### src/sv/gmdw_pkg.sv
`timescale 1ns / 1ps
// ============================================================================
// gmdw_pkg - shared types and constants for the grid maze walker
// Cell mark codes, request codes, turn codes, register indexes and the
// command / status types that join the controller and the datapath.
// ============================================================================
package gmdw_pkg;

    // Fixed field widths
    localparam int COORD_W    = 5;
    localparam int REQ_W      = 2;
    localparam int MARK_W     = 3;
    localparam int CFG_IDX_W  = 1;
    localparam int CFG_DATA_W = 5;

    // Default geometry
    localparam int DEF_GRID_ROWS   = 32;
    localparam int DEF_GRID_COLS   = 32;
    localparam int DEF_STACK_DEPTH = 1024;

    // Cell marks
    localparam logic [MARK_W-1:0] MARK_FREE    = 3'd0;
    localparam logic [MARK_W-1:0] MARK_WALL    = 3'd1;
    localparam logic [MARK_W-1:0] MARK_VISITED = 3'd2;
    localparam logic [MARK_W-1:0] MARK_DEAD    = 3'd3;
    localparam logic [MARK_W-1:0] MARK_CURRENT = 3'd4;

    // Request codes
    localparam logic [REQ_W-1:0] REQ_LOAD   = 2'd0;
    localparam logic [REQ_W-1:0] REQ_SEARCH = 2'd1;
    localparam logic [REQ_W-1:0] REQ_READ   = 2'd2;

    // Turn codes: the turn counter names the direction just tried
    localparam logic [1:0] DIR_LEFT  = 2'd0;
    localparam logic [1:0] DIR_DOWN  = 2'd1;
    localparam logic [1:0] DIR_RIGHT = 2'd2;
    localparam logic [1:0] DIR_UP    = 2'd3;

    // Configuration register indexes
    localparam logic [CFG_IDX_W-1:0] CFG_START_ROW = 1'd0;
    localparam logic [CFG_IDX_W-1:0] CFG_START_COL = 1'd1;

    // Datapath commands
    typedef enum logic [3:0] {
        OP_NONE,
        OP_CLEAR,
        OP_LOAD,
        OP_READ,
        OP_CAPTURE,
        OP_START,
        OP_STEP,
        OP_LOOK,
        OP_POP,
        OP_EMIT
    } dp_op_t;

    // Datapath status
    typedef struct packed {
        logic start_ok;   // start cell lies inside the grid
        logic at_exit;    // top cell sits in the last column
        logic probe;      // next neighbor is inside the grid and stack has room
        logic step_left;  // turn being taken in a step is the last one
        logic look_left;  // turn held during a neighbor check is the last one
        logic nb_free;    // neighbor mark read back as free
        logic last;       // a pop empties the stack
    } dp_status_t;

endpackage

### src/sv/gmdw_ctrl.sv
`timescale 1ns / 1ps
// ============================================================================
// gmdw_ctrl - grid maze walker controller
// Sequences loads, reads and the depth-first search and owns the handshake.
// ============================================================================
module gmdw_ctrl (
    input  logic                          clk,
    input  logic                          rst_n,
    input  logic                          in_valid,
    output logic                          in_stall,
    input  logic [gmdw_pkg::REQ_W-1:0]    req_type,
    output logic                          out_valid,
    input  logic                          out_stall,
    input  gmdw_pkg::dp_status_t          status,
    output gmdw_pkg::dp_op_t              op
);

    typedef enum logic [2:0] {
        S_IDLE,
        S_READ,
        S_STEP,
        S_LOOK,
        S_POP,
        S_EMIT
    } state_t;

    state_t state_reg, state_next;
    logic   out_valid_reg, out_valid_next;

    assign in_stall  = (state_reg != S_IDLE);
    assign out_valid = out_valid_reg;

    always_comb
    begin
        state_next     = state_reg;
        op             = gmdw_pkg::OP_NONE;
        out_valid_next = out_valid_reg && out_stall;
        unique case (state_reg)
            S_IDLE:
            begin
                if (in_valid)
                begin
                    unique case (req_type)
                        gmdw_pkg::REQ_LOAD:
                        begin
                            op         = gmdw_pkg::OP_LOAD;
                            state_next = S_EMIT;
                        end
                        gmdw_pkg::REQ_SEARCH:
                        begin
                            op         = gmdw_pkg::OP_START;
                            state_next = status.start_ok ? S_STEP : S_EMIT;
                        end
                        gmdw_pkg::REQ_READ:
                        begin
                            op         = gmdw_pkg::OP_READ;
                            state_next = S_READ;
                        end
                        default:
                        begin
                            op         = gmdw_pkg::OP_CLEAR;
                            state_next = S_EMIT;
                        end
                    endcase
                end
            end
            S_READ:
            begin
                op         = gmdw_pkg::OP_CAPTURE;
                state_next = S_EMIT;
            end
            S_STEP:
            begin
                op = gmdw_pkg::OP_STEP;
                if (status.at_exit)
                begin
                    state_next = S_EMIT;
                end
                else if (status.probe)
                begin
                    state_next = S_LOOK;
                end
                else if (status.step_left)
                begin
                    state_next = status.last ? S_EMIT : S_POP;
                end
            end
            S_LOOK:
            begin
                op = gmdw_pkg::OP_LOOK;
                if (status.nb_free)
                begin
                    state_next = S_STEP;
                end
                else if (status.look_left)
                begin
                    state_next = status.last ? S_EMIT : S_POP;
                end
                else
                begin
                    state_next = S_STEP;
                end
            end
            S_POP:
            begin
                op         = gmdw_pkg::OP_POP;
                state_next = S_STEP;
            end
            S_EMIT:
            begin
                if (!out_valid_reg || !out_stall)
                begin
                    op             = gmdw_pkg::OP_EMIT;
                    out_valid_next = 1'b1;
                    state_next     = S_IDLE;
                end
            end
            default:
            begin
                state_next = S_IDLE;
            end
        endcase
    end

    always_ff @(posedge clk or negedge rst_n)
    begin
        if (!rst_n)
        begin
            state_reg     <= S_IDLE;
            out_valid_reg <= 1'b0;
        end
        else
        begin
            state_reg     <= state_next;
            out_valid_reg <= out_valid_next;
        end
    end

endmodule

### config.mk
export PLATFORM = sky130hd
export DESIGN_NAME = gmdw_ctrl
export DESIGN_NICKNAME = d
export VERILOG_FILES = /design/src/sv/gmdw_pkg.sv /design/src/sv/gmdw_ctrl.sv
export SDC_FILE = /design/constraint.sdc
export NUM_CORES = 1
export LEC_CHECK = 0
export BUFFER_PORTS_ARGS = -buffer_cell sky130_fd_sc_hd__buf_2
export CAP_MARGIN = 20
export CELL_PAD_IN_SITES_DETAIL_PLACEMENT = 1
export CELL_PAD_IN_SITES_GLOBAL_PLACEMENT = 2
export CORE_AREA = 3 3 46 48
export CTS_CLUSTER_DIAMETER = 50
export DETAILED_ROUTE_END_ITERATION = 16
export DIE_AREA = 0 0 49 51
export HOLD_SLACK_MARGIN = 0.12
export PLACE_DENSITY = 0.7
export REMOVE_ABC_BUFFERS = 1
export SYNTH_ARGS = -nofsm -noshare
export SYNTH_HDL_FRONTEND = slang
export SYNTH_SLANG_ARGS = --single-unit
### constraint.sdc
create_clock -name clk -period 3.2 [get_ports clk]
set_input_delay 0.16 -clock clk [delete_from_list [all_inputs] [get_ports clk]]
set_output_delay 0.16 -clock clk [all_outputs]
set_load 0.01 [all_outputs]
==> Word-level counts from Yosys, hierarchy flattened <==
Cells that the tools add are included.
{ "totals": {"in_bits": 13, "out_inout_bits": 6, "word_cells": 37, "regBits": 4} }
{ "op_classes": {"n_reduce_logical": 8, "eq_ne": 10, "muxes": 17} }
{ "ops": {"columns": ["operator", "count"], "rows": [
  ["3-bit two-way mux", 9],
  ["4-bit case mux with 6 select lines", 1],
  ["3-bit case mux with 6 select lines", 1],
  ["3-bit case mux with 3 select lines", 1],
  ["3-bit by 2-bit equality test with 1-bit output, second input constant", 2],
  ["3-bit equality test, second input constant", 2],
  ["3-bit case mux with 2 select lines", 1],
  ["4-bit two-way mux", 1],
  ["2-bit inequality test, second input constant", 2],
  ["4-bit inequality test, second input constant", 1],
  ["3-bit by 1-bit equality test with 1-bit output, second input constant", 1],
  ["3-bit zero test", 1],
  ["1-bit two-way mux", 3],
  ["3-bit AND reduction", 1],
  ["3-bit nonzero test", 1],
  ["2-bit by 1-bit equality test with 1-bit output, second input constant", 1],
  ["2-bit equality test, second input constant", 1],
  ["1-bit zero test", 2],
  ["2-bit zero test", 1],
  ["1-bit logical AND", 1],
  ["1-bit logical OR", 1]
]} }

==> Depth between registers and ports, before layout <==
Gate-level depths: netlist (run 1).
{ "logic_depth": {"word_depth": 5, "ltp_mapped": 5, "depth_no_buf": 5} }

==> Least setup slack after synthesis (run 1) <==
No wires, ideal clock.
{ "synth_path": {"path_type": "reg2reg", "start": "register state_reg[0]", "end": "register state_reg[0]", "t_required_ns": 3.070, "slack_ns": 1.965, "path_stages_with_launch": 5, "n_path_buf": 1, "arrival_time_ns": 1.105, "path_cell_list": "dfrtp_1 buf_6 or2_2 nor4b_1 o31ai_1"} }
{ "synth_between": {"elab_chain_len": 3} }
{ "synth_lines": {"columns": ["element", "line", "rtl"], "rows": [
  ["from (decl)", "gmdw_ctrl.sv:27", "state_t state_reg, state_next;"],
  ["from (signal assigned)", "gmdw_ctrl.sv:134", "state_reg <= state_next;"],
  ["3-bit by 2-bit equality test with 1-bit output, or another cell as far along", "gmdw_ctrl.sv:38", "unique case (state_reg)"],
  ["4-bit inequality test (no line) / 2-bit inequality test (equally long branches)", null, null],
  ["3-bit AND reduction (no line)", null, null]
]} }
Several ways; a longest one is shown, not always the timed one.
A chain may end at the register's enable or synchronous reset.

==> Worst setup path after layout (run 1) <==
{ "layout_path": {"start": "register state_reg[0]", "end": "output port op[0]"} }
{ "layout_between": {"elab_chain_len": 2} }
{ "layout_lines": {"columns": ["element", "line", "rtl"], "rows": [
  ["3-bit equality test, or another cell as far along", "gmdw_ctrl.sv:38", null],
  ["4-bit case mux with 6 select lines (*)", "gmdw_ctrl.sv:38", null],
  ["to (decl)", "gmdw_ctrl.sv:15", "output gmdw_pkg::dp_op_t op"]
]} }
Mark *: on every way between the ends. The rest lies on a longest branch, timed or not.

==> results_dict.tcl, run 1 <==
set metrics [dict create \
    ys_seq_area_share_pct 24.5 \
    crit_start "state_reg[0]$_DFFE_PN0P_" \
    antenna_cells 0 \
    cp_slowest_cell "dfrtp_1" \
    clockPowerShare_pct 16.1 \
    netlist_top_cells_area "dfrtp_1 25%, ha_1 12%, buf_6 5.5%" \
    max_stage_delay_ns 0.48 \
    p_leak_uw 0.000262 \
    syn-mean-instance-area_um2 8.00 \
    fin_util_pct 30.5 \
    grt_start_max_net_pins 12 \
    cp.arrival_ns 1.43 \
    drtIter0Drc 3 \
    yosysWarnings 0 \
    crit_family "flip-flops" \
    cts-htree-levels 1 \
    tns_ns 0 \
    synthCells 51 \
    overflow 0 \
    initial_utilization_pct 23.4 \
    switching_share_pct 45.4 \
    finClkSkew_ns 0.00202 \
    avgViaCountPerCell 4.63 \
    routedWlPerCell_um 11.6 \
    clk_pin_slew_worst_paths_ns 0.04 \
    antenna_found_initial 0 \
    synth_edf_count 0 \
    io_pins 19 \
    power_density_mw_per_mm2 733 \
    hp-class "input pin to flop" \
    core_area_mm2 0.00175 \
    grt_usage_pct 9.23 \
    rsz0062_at_grt "false" \
    cts_tree "built" \
    synth-seq-cells 4 \
    clkLatencyLatePin_ns 0.23 \
    maxSlewViolCount 0 \
    seq_power_share_pct 31.9 \
    max_clock_freq_mhz 629 \
    cts-root-buf "clkbuf_4" \
    holdCritStartpoint "out_stall" \
    worst_ir_drop_vdd_uv 190 \
    wirelength_mm 1.10 \
    grt_pass1_wl_mm 1.74 \
    gp_congestion 0.681 \
    dp.final_hpwl_um 891 \
    clkSinkCount 4 \
    synth_top_cell_by_area "dfrtp_1" \
    cp_cell_sequence "nor4b_1, a31oi_1, o22ai_1, buf_2" \
    post-cts-setup-buffer-count 0 \
    worstSetupPathType "flop to output pin" \
    tightest_slew_ns 0.337 \
    finalSetupViolations 0 \
    finalHoldViolCount 0 \
    dieArea_mm2 0.00250 \
    port_buffers 18 \
    nNetsFinal 89 \
    outcome "complete, no violations" \
    ant_nets 0 \
    path_max_fanout 10 \
    cts_buffer_depth 2 \
    die_width_um 49 \
    area_growth_syn_to_layout_pct 30.4 \
    drv_cap 0 \
    grt_pass1_vias 417 \
    power.internal_uw 213 \
    dieHeight_um 51 \
    endpoint_kind "output pin" \
    synth_flop_cell "dfrtp_1" \
    layout-drive-gt1-share_pct 34.3 \
    post-route-period-util_pct 49.7 \
    vias 440 \
    slew_headroom_pct 77.3 \
    worstReg2RegStart "state_reg[1]$_DFFE_PN0P_" \
    drc 0 \
    ys_top_cells_by_count "5 x inv_1, 5 x nor2_1, 4 x dfrtp_1, 4 x ha_1, 4 x nand2_1" \
    cp-start-kind "flop" \
    n_fill_cell 227 \
    p_switching_uw 177 \
    numCtsBuffers 3 \
    synthArstFlopShare_pct 100 \
    rows 15 \
    largest_reg_flops 3 \
    path_buf_inv 1 \
    synth_top_area_share_pct 24.5 \
    fin_crit_ns 1.59 \
    worstPathRequired_ns 3.04 \
    dr.pass1.iters 4 \
    combPwrFrac_pct 52.0 \
    ys_types 25 \
    synth_area_um2 408 \
]
[timing repair]
| item | 4_1_cts | 5_1_grt |
|---|---|---|
| endpoints found under the hold margin | 4 | 0 |
| hold buffers | 1 | 0 |
| resized for setup | 0 | 0 |
[layout by cell type, fill, tap and decap left out, types with 2 or more instances in the layout]
master / n
buf_2: 18
inv_1: 5
nor2_1: 5
nand2_1: 4
ha_1: 4
dfrtp_1: 4
a21oi_1: 3
a31oi_1: 3
o21ai_0: 3
clkbuf_4: 3
nor4b_1: 2
o31ai_1: 2
[area by class of cell]
class	instances	area [µm²]	share of cell area, %
flip-flops and latches	4	100	18.8
well taps	25	31.3	5.88
clock buffers	3	22.5	4.24
inverters	6	22.5	4.24
multi-input cells	38	255	48.0
repair buffers	19	100	18.8
[logic make-up (layout without fill, tap and decap cells)]
family                   after synthesis  in the layout  share of synthesized area (%)
buffers and inverters                  9             28                           12.9
AND/OR/NAND/NOR                       17             17                           22.4
AO/OA/AOI/OAI                         16             16                           25.5
flip-flops                             4              4                           24.5
multiplexers                           1              1                           2.45
adder cells (fa/ha/maj)                4              4                           12.3
[power groups by stage]
stage | logic (µW) | clock network, µW | registers [µW]
floorplan | 132 | 0 | 113
global placement | 206 | 0 | 125
detailed placement | 206 | 0 | 126
CTS | 208 | 66.6 | 125
global route | 230 | 72.3 | 130
finish | 203 | 62.6 | 124
[worst paths after layout]
kind                                             to  slack, ns  cells after the start
min                             out_valid$_DFF_PN0_       0.18                      3
max reg2reg                state_reg[0]$_DFFE_PN0P_       1.80                      3
min reg2reg                     out_valid$_DFF_PN0_       0.55                      2
min in group asynchronous       out_valid$_DFF_PN0_       0.26                      2
max                                           op[0]       1.61                      4
max in group asynchronous  state_reg[2]$_DFFE_PN0P_       2.82                      2
[routing by layer]
layer	part of all wire, %	wire, µm	track usage, %
met2	49	539	15.6
met4	0	0	7.11
met5	0	0	0
met3	5.8	64	2.62
met1	45	493	9.72
[metrics by stage]
step           setup WS (ns)  hold WS, ns  area, µm²  instances  total power, µW
2_1_floorplan           1.97       -0.136        378         48              245
4_1_cts                 1.58        0.181        532         95              400
6_report                1.61        0.181        532         95              390
3_5_place_dp            1.78      -0.0315        499         91              332
3_3_place_gp            1.81      -0.0325        499         91              331
5_1_grt                 1.51        0.214        532         95              432
[tightest hold or removal path: cells and delay by family]
| family | cells | cell delay (ns) |
|---|---|---|
| AND/OR/NAND/NOR | 2 | 0.13 |
| buffers and inverters | 1 | 0.09 |
Power figures use the tool's default switching activity.
==> run 2: changes to the inputs <==
- CORE_AREA: 3 3 46 48 -> 3 3 47 49
- DIE_AREA: 0 0 49 51 -> 0 0 50 52
- PLACE_DENSITY: 0.7 -> 0.67
- clock period: 3.2 -> 1.5 ns (I/O delays scaled with it)
==> results_dict.tcl, run 2 (same netlist as run 1, synthesis figures left out) <==
set metrics [dict create \
    ant_nets 0 \
    power_uw 900 \
    overflow 0 \
    avgViaCountPerCell 4.32 \
    finalNonFillerCells 100 \
    initial_utilization_pct 21.4 \
    drc 0 \
    finalSetupViolations 0 \
    core_area_mm2 0.00190 \
    dp.cells 96 \
    clk_pin_slew_worst_paths_ns 0.04 \
    n_fill_cell 250 \
    r2r_end "state_reg[0]$_DFFE_PN0P_" \
    cts_buffer_depth 2 \
    hp-class "input pin to flop" \
    routedWlPerCell_um 11.5 \
    dieHeight_um 52 \
    grt_pass1_vias 443 \
    hold_ws_ns 0.135 \
    post-cts-setup-buffer-count 0 \
    io_pins 19 \
    p_leak_uw 0.000276 \
    port_buffers 18 \
    holdCritStartpoint "out_stall" \
    maxSlewViolCount 0 \
    clkSinkCount 4 \
    area_growth_syn_to_layout_pct 38.7 \
    final_common_cell "buf_2" \
    dieArea_mm2 0.00260 \
    worst_ir_drop_vdd_uv 406 \
    gp_congestion 0.726 \
    vias 432 \
    dp.final_hpwl_um 932 \
    die_width_um 50 \
    cts_tree "built" \
    largest_reg_flops 3 \
    min_path_cells 3 \
    r2r_cells 3 \
    numCtsBuffers 3 \
    endpoint_kind "output pin" \
    cts-root-buf "clkbuf_4" \
    path_max_fanout 10 \
    dr.pass1.iters 1 \
    cp.arrival_ns 1.36 \
    final_cell_mix "18 x buf_2, 5 x inv_1, 5 x nor2_1" \
    slew_headroom_pct 77.0 \
    cts-htree-levels 1 \
    worstSetupPathType "flop to output pin" \
    min_to "out_valid$_DFF_PN0_" \
    finClkSkew_ns 0.000642 \
    wirelength_mm 1.15 \
    tightest_slew_ns 0.340 \
    reg2reg_slack_ns 0.12 \
    antenna_found_initial 0 \
    post-route-period-util_pct 95.8 \
    grt_start_max_net_pins 11 \
    worstReg2RegStart "state_reg[0]$_DFFE_PN0P_" \
    clkLatencyLatePin_ns 0.23 \
    drv_cap 0 \
    worstPathRequired_ns 1.42 \
    outcome "complete, no violations" \
    nNetsFinal 92 \
    antenna_cells 0 \
    layout-drive-gt1-share_pct 41.1 \
    finalHoldViolCount 0 \
    fin_crit_ns 1.44 \
    rows 16 \
    drtIter0Drc 0 \
    max_clock_freq_mhz 696 \
    grt_usage_pct 9.60 \
    grt_pass1_wl_mm 1.93 \
    power_density_mw_per_mm2 1590 \
    fin_util_pct 29.7 \
    cp-start-kind "flop" \
]
[run 2: worst max-delay path, cell delays in order, from the launching register on]
cell     delay [ns]
dfrtp_2        0.47
nor4b_2        0.30
a31oi_1        0.06
o22ai_1        0.15
buf_2          0.15
[run 2: layer usage]
| metal | global-route usage [%] | part of all wire (%) |
|---|---|---|
| met1 | 11.4 | 44 |
| met5 | 0 | 0 |
| met4 | 0 | 0 |
| met2 | 17.4 | 51 |
| met3 | 3.44 | 5.5 |
[run 2: repair_timing]
action,4_1_cts,5_1_grt
hold buffers,1,0
resized for setup,1,2
endpoints found under the hold margin,4,0
setup endpoints to repair,1,2
[run 2: layout make-up]
| type | instances | area, µm² | share of cell area (%) |
|---|---|---|---|
| multi-input cells | 38 | 262 | 46.2 |
| repair buffers | 22 | 123 | 21.7 |
| flip-flops and latches | 4 | 103 | 18.1 |
| well taps | 27 | 33.8 | 5.97 |
| clock buffers | 3 | 22.5 | 3.98 |
| inverters | 6 | 22.5 | 3.98 |
[run 2: per-stage QoR]
stage          instance area [µm²]  setup slack (ns)  setup TNS [ns]
6_report                       566            0.0627               0
2_1_floorplan                  378             0.271               0
3_5_place_dp                   524            0.0686               0
4_1_cts                        558            0.0251               0
5_1_grt                        566           -0.0263         -0.0274
3_3_place_gp                   524             0.119               0
[run 2: where the power goes]
group | total [µW] | leakage (µW) | switching (µW) | internal (µW)
clock | 128 | 0.0000138 | 38.5 | 89.1
combinational | 524 | 0.000214 | 271 | 253
sequential | 248 | 0.0000482 | 83.2 | 165
[run 2: how the worst max path moves through the flow]
stage | slack, ns | from | end | depth (start not counted)
4_1_cts | 0.03 | state_reg[0]$_DFFE_PN0P_ | op[0] | 4
3_5_place_dp | 0.07 | state_reg[0]$_DFFE_PN0P_ | state_reg[0]$_DFFE_PN0P_ | 3
6_report | 0.06 | state_reg[0]$_DFFE_PN0P_ | op[0] | 4
5_1_grt | -0.03 | state_reg[0]$_DFFE_PN0P_ | op[0] | 4
3_3_place_gp | 0.12 | state_reg[0]$_DFFE_PN0P_ | state_reg[0]$_DFFE_PN0P_ | 3
2_1_floorplan | 0.27 | state_reg[1]$_DFFE_PN0P_ | state_reg[0]$_DFFE_PN0P_ | 3
